==> config.mk <==
export PLATFORM = sky130hd
export DESIGN_NAME = lfu_cache_lru_tiebreak_core
export DESIGN_NICKNAME = d
export VERILOG_FILES = /design/src/rtl/core/lfu_lru_pkg.sv /design/src/rtl/core/lfu_cache_lru_tiebreak_core.sv /design/src/rtl/core/lfu_lru_ctrl.sv /design/src/rtl/core/lfu_lru_dpath.sv
export SDC_FILE = /design/constraint.sdc
export NUM_CORES = 2
export LEC_CHECK = 0
export BUFFER_PORTS_ARGS = -buffer_cell sky130_fd_sc_hd__clkbuf_2
export CAP_MARGIN = 20
export CORE_ASPECT_RATIO = 0.7
export CORE_UTILIZATION = 55
export CTS_BUF_LIST = sky130_fd_sc_hd__clkbuf_2 sky130_fd_sc_hd__clkbuf_4 sky130_fd_sc_hd__clkbuf_8
export CTS_CLUSTER_SIZE = 28
export DETAILED_ROUTE_END_ITERATION = 16
export MAX_ROUTING_LAYER = met4
export PLACE_DENSITY = 0.79
export SLEW_MARGIN = 20
export SYNTH_ARGS = -nofsm -noshare
export SYNTH_HDL_FRONTEND = slang
export SYNTH_SLANG_ARGS = --single-unit
==> constraint.sdc <==
create_clock -name clk -period 10.73 [get_ports clk]
set_input_delay 3.219 -clock clk [delete_from_list [all_inputs] [get_ports clk]]
set_output_delay 3.219 -clock clk [all_outputs]
set_load 0.05 [all_outputs]
==> src/rtl/core/lfu_lru_pkg.sv <==
`timescale 1ns / 1ps
// ----------------------------------------------------------------------------
// lfu_lru_pkg
// Shared types and constants for the lfu cache with lru tie-break.
// ----------------------------------------------------------------------------
package lfu_lru_pkg;

    // field widths
    localparam int KEY_W   = 32;
    localparam int DATA_W  = 32;
    localparam int COUNT_W = 32;
    localparam int CFG_W   = 5;
    localparam int IN_W    = KEY_W + DATA_W;

    // operation codes
    localparam logic CMD_GET = 1'b0;
    localparam logic CMD_PUT = 1'b1;

    // constants
    localparam logic [CFG_W-1:0]   CAP_RESET  = 5'd16;
    localparam logic [COUNT_W-1:0] COUNT_MAX  = {COUNT_W{1'b1}};
    localparam logic [COUNT_W-1:0] COUNT_INIT = 32'd1;
    localparam logic [DATA_W-1:0]  MISS_VALUE = {DATA_W{1'b1}};
    localparam logic [DATA_W-1:0]  PUT_VALUE  = '0;

    // commands from the controller to the datapath
    typedef struct packed {
        logic load;      // capture the input transfer
        logic rd_en;     // read one entry this cycle
        logic rd_scan;   // read belongs to the lookup pass
        logic plan;      // register the decision after the lookup pass
        logic commit;    // update valid bits and occupancy
        logic load_out;  // move the result into the output register
    } cmd_t;

    // status from the datapath to the controller
    typedef struct packed {
        logic out_free;  // output register can take a result this cycle
    } status_t;

endpackage

==> src/rtl/core/lfu_cache_lru_tiebreak_core.sv <==
`timescale 1ns / 1ps
// ----------------------------------------------------------------------------
// lfu_cache_lru_tiebreak_core
// Key-value cache, least-frequently-used replacement, oldest entry on ties.
// ----------------------------------------------------------------------------
//  channel   dir  handshake               payload
//  s_axis    in   s_axis_tvalid/tready    tdata {value, key}, tuser command
//  m_axis    out  m_axis_tvalid/tready    tdata read_value, tuser hit
//  cfg       in   cfg_valid/cfg_ready     cfg_data capacity_in_use
//
//  one request at a time: the result is offered after two passes (lookup, then
//  rank update) over the entry memory
//  the next request is accepted while the result waits in the output register
//  reset clears the valid bits at once; no clearing pass is needed
//  a stalled output holds the sequencer in its last step only
// ----------------------------------------------------------------------------
module lfu_cache_lru_tiebreak_core
    import lfu_lru_pkg::*;
#(
    parameter int CAPACITY = 16
)
(
    input  logic               clk,
    input  logic               rst_n,
    input  logic               s_axis_tvalid,
    output logic               s_axis_tready,
    input  logic [IN_W-1:0]    s_axis_tdata,   // key [31:0], value [63:32]
    input  logic [0:0]         s_axis_tuser,   // command [0]
    output logic               m_axis_tvalid,
    input  logic               m_axis_tready,
    output logic [DATA_W-1:0]  m_axis_tdata,   // read_value [31:0]
    output logic [0:0]         m_axis_tuser,   // hit [0]
    input  logic               cfg_valid,
    output logic               cfg_ready,
    input  logic [CFG_W-1:0]   cfg_data        // capacity_in_use [4:0]
);

    localparam int IDXW = (CAPACITY > 1) ? $clog2(CAPACITY) : 1;

    cmd_t            cmd;
    status_t         status;
    logic [IDXW-1:0] rd_addr;

    assign cfg_ready = 1'b1;

    // sequencer
    lfu_lru_ctrl #(
        .CAPACITY (CAPACITY)
    ) u_ctrl (
        .clk           (clk),
        .rst_n         (rst_n),
        .s_axis_tvalid (s_axis_tvalid),
        .s_axis_tready (s_axis_tready),
        .status        (status),
        .cmd           (cmd),
        .rd_addr       (rd_addr)
    );

    // storage and compare logic
    lfu_lru_dpath #(
        .CAPACITY (CAPACITY)
    ) u_dpath (
        .clk        (clk),
        .rst_n      (rst_n),
        .cmd        (cmd),
        .rd_addr    (rd_addr),
        .status     (status),
        .in_data    (s_axis_tdata),
        .in_command (s_axis_tuser[0]),
        .cfg_valid  (cfg_valid),
        .cfg_data   (cfg_data),
        .out_ready  (m_axis_tready),
        .out_valid  (m_axis_tvalid),
        .out_hit    (m_axis_tuser[0]),
        .out_value  (m_axis_tdata)
    );

endmodule

==> src/rtl/core/lfu_lru_ctrl.sv <==
`timescale 1ns / 1ps
// ----------------------------------------------------------------------------
// lfu_lru_ctrl
// Sequencer: lookup pass, decision, update pass, result hand-off.
// ----------------------------------------------------------------------------
module lfu_lru_ctrl
    import lfu_lru_pkg::*;
#(
    parameter int CAPACITY = 16,
    localparam int IDXW = (CAPACITY > 1) ? $clog2(CAPACITY) : 1
)
(
    input  logic                clk,
    input  logic                rst_n,
    input  logic                s_axis_tvalid,
    output logic                s_axis_tready,
    input  status_t             status,
    output cmd_t                cmd,
    output logic [IDXW-1:0]     rd_addr
);

    localparam logic [IDXW-1:0] LAST_IDX = IDXW'(CAPACITY - 1);

    // state codes
    localparam logic [2:0] S_IDLE  = 3'd0;
    localparam logic [2:0] S_SCAN  = 3'd1;
    localparam logic [2:0] S_SWAIT = 3'd2;
    localparam logic [2:0] S_PLAN  = 3'd3;
    localparam logic [2:0] S_UPD   = 3'd4;
    localparam logic [2:0] S_UWAIT = 3'd5;
    localparam logic [2:0] S_DONE  = 3'd6;

    logic [2:0]      state_reg;
    logic [2:0]      state_next;
    logic [IDXW-1:0] cnt_reg;
    logic [IDXW-1:0] cnt_next;

    assign rd_addr       = cnt_reg;
    assign s_axis_tready = (state_reg == S_IDLE);

    // next state and command decode
    always_comb
    begin
        state_next = state_reg;
        cnt_next   = cnt_reg;
        cmd        = '0;
        unique case (state_reg)
            S_IDLE:
            begin
                cmd.load = s_axis_tvalid;
                if (s_axis_tvalid)
                begin
                    state_next = S_SCAN;
                    cnt_next   = '0;
                end
            end
            S_SCAN:
            begin
                cmd.rd_en   = 1'b1;
                cmd.rd_scan = 1'b1;
                if (cnt_reg == LAST_IDX)
                begin
                    state_next = S_SWAIT;
                    cnt_next   = '0;
                end
                else
                begin
                    cnt_next = cnt_reg + 1'b1;
                end
            end
            S_SWAIT:
            begin
                state_next = S_PLAN;
            end
            S_PLAN:
            begin
                cmd.plan   = 1'b1;
                state_next = S_UPD;
            end
            S_UPD:
            begin
                cmd.rd_en = 1'b1;
                if (cnt_reg == LAST_IDX)
                begin
                    state_next = S_UWAIT;
                    cnt_next   = '0;
                end
                else
                begin
                    cnt_next = cnt_reg + 1'b1;
                end
            end
            S_UWAIT:
            begin
                cmd.commit = 1'b1;
                state_next = S_DONE;
            end
            S_DONE:
            begin
                if (status.out_free)
                begin
                    cmd.load_out = 1'b1;
                    state_next   = S_IDLE;
                end
            end
            default:
            begin
                state_next = S_IDLE;
            end
        endcase
    end

    // state registers
    always_ff @(posedge clk or negedge rst_n)
    begin
        if (!rst_n)
        begin
            state_reg <= S_IDLE;
            cnt_reg   <= '0;
        end
        else
        begin
            state_reg <= state_next;
            cnt_reg   <= cnt_next;
        end
    end

endmodule

==> src/rtl/core/lfu_lru_dpath.sv <==
`timescale 1ns / 1ps
// ----------------------------------------------------------------------------
// lfu_lru_dpath
// Entry memory, valid bits, lookup and victim search, rank update, result.
// ----------------------------------------------------------------------------
module lfu_lru_dpath
    import lfu_lru_pkg::*;
#(
    parameter int CAPACITY = 16,
    localparam int IDXW = (CAPACITY > 1) ? $clog2(CAPACITY) : 1
)
(
    input  logic                clk,
    input  logic                rst_n,
    input  cmd_t                cmd,
    input  logic [IDXW-1:0]     rd_addr,
    output status_t             status,
    input  logic [IN_W-1:0]     in_data,
    input  logic                in_command,
    input  logic                cfg_valid,
    input  logic [CFG_W-1:0]    cfg_data,
    input  logic                out_ready,
    output logic                out_valid,
    output logic                out_hit,
    output logic [DATA_W-1:0]   out_value
);

    localparam int RANKW = IDXW;
    localparam int CNTW  = $clog2(CAPACITY + 1);
    localparam int CMPW  = (CNTW > CFG_W) ? CNTW : CFG_W;

    // entry memory
    logic [KEY_W-1:0]   mem_key   [CAPACITY];
    logic [DATA_W-1:0]  mem_data  [CAPACITY];
    logic [COUNT_W-1:0] mem_count [CAPACITY];
    logic [RANKW-1:0]   mem_rank  [CAPACITY];

    logic [CAPACITY-1:0] valid_reg;
    logic [CNTW-1:0]     occ_reg;
    logic [CFG_W-1:0]    cap_reg;

    // captured request
    logic               command_reg;
    logic [KEY_W-1:0]   key_reg;
    logic [DATA_W-1:0]  value_reg;

    // read stage
    logic [KEY_W-1:0]   rd_key_reg;
    logic [DATA_W-1:0]  rd_data_reg;
    logic [COUNT_W-1:0] rd_count_reg;
    logic [RANKW-1:0]   rd_rank_reg;
    logic [IDXW-1:0]    rd_idx_reg;
    logic               rd_live_reg;
    logic               rd_scan_reg;

    // lookup pass results
    logic               match_found_reg;
    logic [IDXW-1:0]    match_idx_reg;
    logic [DATA_W-1:0]  match_data_reg;
    logic [RANKW-1:0]   match_rank_reg;
    logic               free_found_reg;
    logic [IDXW-1:0]    free_idx_reg;
    logic               vic_found_reg;
    logic [IDXW-1:0]    vic_idx_reg;
    logic [COUNT_W-1:0] vic_count_reg;
    logic [RANKW-1:0]   vic_rank_reg;

    // decision
    logic               touch_reg;
    logic               wdata_reg;
    logic               insert_reg;
    logic               evict_reg;
    logic [RANKW-1:0]   ref_rank_reg;
    logic [IDXW-1:0]    slot_reg;
    logic               res_hit_reg;
    logic [DATA_W-1:0]  res_value_reg;

    // output register
    logic               out_valid_reg;
    logic               out_hit_reg;
    logic [DATA_W-1:0]  out_value_reg;

    logic               rd_valid;
    logic               wr_en;
    logic [KEY_W-1:0]   key_next;
    logic [DATA_W-1:0]  data_next;
    logic [COUNT_W-1:0] count_next;
    logic [RANKW-1:0]   rank_next;

    logic [CMPW-1:0]    cap_ext;
    logic [CMPW-1:0]    cap_eff;
    logic [CMPW-1:0]    occ_ext;
    logic               cap_zero;
    logic               is_put;
    logic               plan_touch;
    logic               plan_insert;
    logic               plan_evict;
    logic               vic_better;

    assign rd_valid = valid_reg[rd_idx_reg];
    assign wr_en    = rd_live_reg && !rd_scan_reg;

    assign status.out_free = !out_valid_reg || out_ready;
    assign out_valid = out_valid_reg;
    assign out_hit   = out_hit_reg;
    assign out_value = out_value_reg;

    // capacity register
    always_ff @(posedge clk or negedge rst_n)
    begin
        if (!rst_n)
        begin
            cap_reg <= CAP_RESET;
        end
        else if (cfg_valid)
        begin
            cap_reg <= cfg_data;
        end
    end

    // request capture
    always_ff @(posedge clk)
    begin
        if (cmd.load)
        begin
            command_reg <= in_command;
            key_reg     <= in_data[KEY_W-1:0];
            value_reg   <= in_data[IN_W-1:KEY_W];
        end
    end

    // memory read and write-back
    always_ff @(posedge clk)
    begin
        if (cmd.rd_en)
        begin
            rd_key_reg   <= mem_key[rd_addr];
            rd_data_reg  <= mem_data[rd_addr];
            rd_count_reg <= mem_count[rd_addr];
            rd_rank_reg  <= mem_rank[rd_addr];
            rd_idx_reg   <= rd_addr;
        end
        if (wr_en)
        begin
            mem_key[rd_idx_reg]   <= key_next;
            mem_data[rd_idx_reg]  <= data_next;
            mem_count[rd_idx_reg] <= count_next;
            mem_rank[rd_idx_reg]  <= rank_next;
        end
    end

    // read stage control
    always_ff @(posedge clk or negedge rst_n)
    begin
        if (!rst_n)
        begin
            rd_live_reg <= 1'b0;
            rd_scan_reg <= 1'b0;
        end
        else
        begin
            rd_live_reg <= cmd.rd_en;
            rd_scan_reg <= cmd.rd_scan;
        end
    end

    // victim order: lower count, then older rank
    assign vic_better = !vic_found_reg || (rd_count_reg < vic_count_reg) ||
                        ((rd_count_reg == vic_count_reg) && (rd_rank_reg > vic_rank_reg));

    // lookup pass: key match, first free slot, eviction victim
    always_ff @(posedge clk or negedge rst_n)
    begin
        if (!rst_n)
        begin
            match_found_reg <= 1'b0;
            free_found_reg  <= 1'b0;
            vic_found_reg   <= 1'b0;
        end
        else if (cmd.load)
        begin
            match_found_reg <= 1'b0;
            free_found_reg  <= 1'b0;
            vic_found_reg   <= 1'b0;
        end
        else if (rd_live_reg && rd_scan_reg)
        begin
            if (rd_valid && (rd_key_reg == key_reg) && !match_found_reg)
            begin
                match_found_reg <= 1'b1;
            end
            if (!rd_valid && !free_found_reg)
            begin
                free_found_reg <= 1'b1;
            end
            if (rd_valid && vic_better)
            begin
                vic_found_reg <= 1'b1;
            end
        end
    end

    always_ff @(posedge clk)
    begin
        if (rd_live_reg && rd_scan_reg)
        begin
            if (rd_valid && (rd_key_reg == key_reg) && !match_found_reg)
            begin
                match_idx_reg  <= rd_idx_reg;
                match_data_reg <= rd_data_reg;
                match_rank_reg <= rd_rank_reg;
            end
            if (!rd_valid && !free_found_reg)
            begin
                free_idx_reg <= rd_idx_reg;
            end
            if (rd_valid && vic_better)
            begin
                vic_idx_reg   <= rd_idx_reg;
                vic_count_reg <= rd_count_reg;
                vic_rank_reg  <= rd_rank_reg;
            end
        end
    end

    // decision after the lookup pass
    assign cap_ext     = CMPW'(cap_reg);
    assign cap_eff     = (cap_ext > CMPW'(CAPACITY)) ? CMPW'(CAPACITY) : cap_ext;
    assign occ_ext     = CMPW'(occ_reg);
    assign cap_zero    = (cap_eff == '0);
    assign is_put      = (command_reg == CMD_PUT);
    assign plan_touch  = match_found_reg && (!is_put || !cap_zero);
    assign plan_insert = is_put && !match_found_reg && !cap_zero;
    assign plan_evict  = plan_insert && (occ_ext >= cap_eff) && vic_found_reg;

    always_ff @(posedge clk or negedge rst_n)
    begin
        if (!rst_n)
        begin
            touch_reg  <= 1'b0;
            wdata_reg  <= 1'b0;
            insert_reg <= 1'b0;
            evict_reg  <= 1'b0;
        end
        else if (cmd.plan)
        begin
            touch_reg  <= plan_touch;
            wdata_reg  <= plan_touch && is_put;
            insert_reg <= plan_insert;
            evict_reg  <= plan_evict;
        end
    end

    always_ff @(posedge clk)
    begin
        if (cmd.plan)
        begin
            ref_rank_reg <= plan_touch ? match_rank_reg : vic_rank_reg;
            if (plan_evict && (!free_found_reg || (vic_idx_reg < free_idx_reg)))
            begin
                slot_reg <= vic_idx_reg;
            end
            else
            begin
                slot_reg <= free_idx_reg;
            end
            res_hit_reg <= match_found_reg;
            if (is_put)
            begin
                res_value_reg <= PUT_VALUE;
            end
            else if (match_found_reg)
            begin
                res_value_reg <= match_data_reg;
            end
            else
            begin
                res_value_reg <= MISS_VALUE;
            end
        end
    end

    // update pass: new contents of the entry being written back
    always_comb
    begin
        key_next   = rd_key_reg;
        data_next  = rd_data_reg;
        count_next = rd_count_reg;
        rank_next  = rd_rank_reg;
        if (touch_reg)
        begin
            if (rd_idx_reg == match_idx_reg)
            begin
                rank_next = '0;
                if (rd_count_reg != COUNT_MAX)
                begin
                    count_next = rd_count_reg + 1'b1;
                end
                if (wdata_reg)
                begin
                    data_next = value_reg;
                end
            end
            else if (rd_valid && (rd_rank_reg < ref_rank_reg))
            begin
                rank_next = rd_rank_reg + 1'b1;
            end
        end
        else if (insert_reg)
        begin
            if (rd_idx_reg == slot_reg)
            begin
                key_next   = key_reg;
                data_next  = value_reg;
                count_next = COUNT_INIT;
                rank_next  = '0;
            end
            else if (rd_valid && !(evict_reg && (rd_idx_reg == vic_idx_reg)))
            begin
                // removal shifts older ranks down, insertion shifts all up
                if (!(evict_reg && (rd_rank_reg > ref_rank_reg)))
                begin
                    rank_next = rd_rank_reg + 1'b1;
                end
            end
        end
    end

    // valid bits and occupancy
    always_ff @(posedge clk or negedge rst_n)
    begin
        if (!rst_n)
        begin
            valid_reg <= '0;
            occ_reg   <= '0;
        end
        else if (cmd.commit && insert_reg)
        begin
            if (evict_reg)
            begin
                valid_reg[vic_idx_reg] <= 1'b0;
            end
            else
            begin
                occ_reg <= occ_reg + 1'b1;
            end
            valid_reg[slot_reg] <= 1'b1;
        end
    end

    // output register
    always_ff @(posedge clk or negedge rst_n)
    begin
        if (!rst_n)
        begin
            out_valid_reg <= 1'b0;
        end
        else if (cmd.load_out)
        begin
            out_valid_reg <= 1'b1;
        end
        else if (out_ready)
        begin
            out_valid_reg <= 1'b0;
        end
    end

    always_ff @(posedge clk)
    begin
        if (cmd.load_out)
        begin
            out_hit_reg   <= res_hit_reg;
            out_value_reg <= res_value_reg;
        end
    end

endmodule

==> impl_metrics.toml <==
[flow_run]
max-cap-violations = 0

[clocking]
cts_buffer_depth = 4
cts_tree = "done"
insertion_delay_ps = 980
cts-resized-gates = 0
cts_setup_buffers = 0
cts.clk_slew.worst_paths_ps = 60
cts-buffers-inserted = 287
htreeDepth = 5
cts.sinks = 1970
cts-root-buf = "clkbuf_8"
ctsHoldBuffers = 0

[critical_path]
reg2reg_slack_ps = 6570
reg2reg_to = "u_dpath.mem_key[14][29]"
cp_max_fo = 12
cp_slowest_cell = "dfrtp_1"
critPathLaunch = "u_ctrl.state_reg[1]"
cp.required_ps = 7510
critPathArrivalTime_ps = 2230
reg2reg_from = "u_dpath.rd_idx_reg[2]"
r2r_cells = 4
end_kind = "output pin"
crit_path_start_kind = "flip-flop"
crit_chain = "nor3_1 > clkbuf_2"
slowest_delay_ps = 520
worst-setup-path-type = "flip-flop to output pin"

[synth]
synth_edf_count = 1927
syn-num-nets = 4208
async_reset_ff_frac = 0.0218
yosys_warnings = 0
synthCells = 4081
postSynthAreaPerCell_sq_um = 18.8
ys_ff_latch = 1970
synth_largest_area_cell = "edfxtp_1"
yosysMostFrequentCell = "edfxtp_1"
synth_area_leaders = "edfxtp_1 (75%), mux4_2 (5.9%), mux2i_1 (4.1%), mux2_2 (2.6%), o21ai_0 (1.7%)"
syn_area_sq_um = 76900
synth_common_cells = "edfxtp_1 (1927), mux2i_1 (315), o21ai_0 (258)"
synth_top_area_share = 0.753
synth_ff_type = "edfxtp_1"
ys_seq_area_frac = 0.767
yosysUniqueCellTypes = 73

[timing]
fin_tns_setup_ps = 0
relSlewSlack = 0.253
finClkSkew_ps = 52.8
slew_violations = 0
setup_viol = 0
hold_viol_final = 0
max_clock_freq_mhz = 184
hold_slack_ps = 404
rsz0062_at_grt = "false"
worst_slew_pin_slew_ps = 1120
final.min_clock_period_ps = 5450
period_share = 0.508

[placement]
port_buffers = 109
hpwl_um = 85700
gp_congestion = 0.828

[routing]
routed_wl_um = 176000
avgViaCountPerCell = 6.36
drc_errors = 0
drt_iter0_drc = 5095
ant_nets = 0
vias = 40683
routedWlPerCell_um = 27.4
drt_pass1_iterations = 6

[min_path]
min-delay-start = "u_dpath.res_value_reg[23]"
min_to = "u_dpath.out_value[23]"
hp-class = "flip-flop to flip-flop"
hold-path-cell-count = 0

[global_route]
grt_max_degree = 161
antenna_found_initial = 2
first_global_vias = 40698
grt_pass1_wl_um = 259000
grt_overflow = 0
track_usage = 0.256

[floorplan]
die_h_um = 315
die_area_sq_um = 141000
core_sq_um = 138000
rows = 114
io-pin-count = 111
die_x_um = 449
start_util = 0.556

[finish]
largest_registers = "u_dpath.mem_count x512, u_dpath.mem_data x512, u_dpath.mem_key x512"
nets = 4499
drive_above_1_share = 0.233
n_antenna_cell = 0
nFillCells = 9307
syn2layout_area_growth_pct = 10.7

[pwr]
p_leak_nw = 28.1
ir_drop_v = 0.000375
power_density_nw_per_um2 = 266

[status]
status = "finished clean"
[cell families (layout without fill, tap and decap cells)]
logic type | after synthesis | in the layout | synth area share
xor gates and xnor gates | 48 | 48 | 0.00547
DFF | 1970 | 1970 | 0.767
other | 1 | 1 | 0.0000488
adders and majority gates | 52 | 52 | 0.00846
muxes | 700 | 700 | 0.128
buffers and inverters | 288 | 752 | 0.0151
AOI/OAI and AO/OA | 674 | 674 | 0.0542
and+or+nand+nor | 348 | 348 | 0.0227
[cell usage in the layout, fill, tap and decap left out, types with 7 or more instances in the layout]
cell type	netlist	layout
a21oi_1	156	154
a221oi_1	102	102
a22oi_1	100	100
buf_12	0	8
buf_4	1	80
clkbuf_2	0	108
clkbuf_4	0	89
clkbuf_8	2	292
clkinv_1	0	51
clkinv_2	0	22
dfrtp_1	42	37
edfxtp_1	1927	1927
ha_1	52	52
inv_1	91	90
mux2_2	179	179
mux2i_1	315	305
mux2i_2	0	10
mux4_2	202	202
nand2_1	171	170
nand2b_1	13	12
nand3_1	31	30
nand4_1	26	26
nor2_1	30	18
nor2_4	0	12
nor2b_1	8	7
nor3_1	17	12
nor3_2	2	7
nor4_1	10	10
o211ai_1	12	12
o21ai_0	258	257
o31ai_1	12	12
xnor2_1	14	14
xor2_1	34	34
[worst max-delay path by stage]
stage,endpoint,cells past startpoint
CTS,s_axis_tready,2
global route,s_axis_tready,2
global placement,u_dpath.key_reg[3],3
finish,s_axis_tready,2
detailed placement,u_dpath.key_reg[3],3
floorplan,u_dpath.mem_count[1][0],3
[area by class of cell]
| cell class | count | area, sq um | area share |
|---|---|---|---|
| Clock buffer | 379 | 4670 | 0.0549 |
| Inverter | 91 | 343 | 0.00403 |
| Timing Repair Buffer | 199 | 1320 | 0.0155 |
| Sequential cell | 1970 | 59000 | 0.692 |
| Tap cell | 1856 | 2320 | 0.0273 |
| Clock inverter | 83 | 492 | 0.00578 |
| Multi-Input combinational cell | 1823 | 17000 | 0.200 |
[critical path, delay by kind of cell (launching register included)]
kind / cells / cell delay (ps)
buf+inv: 1 / 350
simple gates: 1 / 410
flops: 1 / 520
[stage by stage]
stage / setup WS, ps / instance area [sq um] / total power [W] / util / cells
detailed placement: 5790 / 79900 / 0.0171 / 0.578 / 5937
CTS: 5190 / 85100 / 0.0226 / 0.615 / 6399
finish: 5280 / 85100 / 0.0226 / 0.615 / 6401
global placement: 5840 / 79900 / 0.0168 / 0.578 / 5937
floorplan: 2180 / 76900 / 0.0152 / - / 4081
global route: 5130 / 85100 / 0.0235 / 0.615 / 6401
[power by group]
part           switching (W)  internal [W]  leakage (nW)  total, W
Clock                0.00270       0.00293          2.73   0.00563
Sequential          0.000595        0.0107          18.0    0.0112
Combinational        0.00372       0.00204          7.44   0.00576
Total                0.00701        0.0156          28.1    0.0226
[routing by layer]
metal  vias up  GRT usage  share of wire
met5         -          -              0
met1     20832      0.365           0.41
met4         0     0.0803          0.022
met2      2458      0.377           0.46
li1      17094          -              -
met3       299     0.0479           0.10
Note: power is estimated with default switching activity, not from simulation.
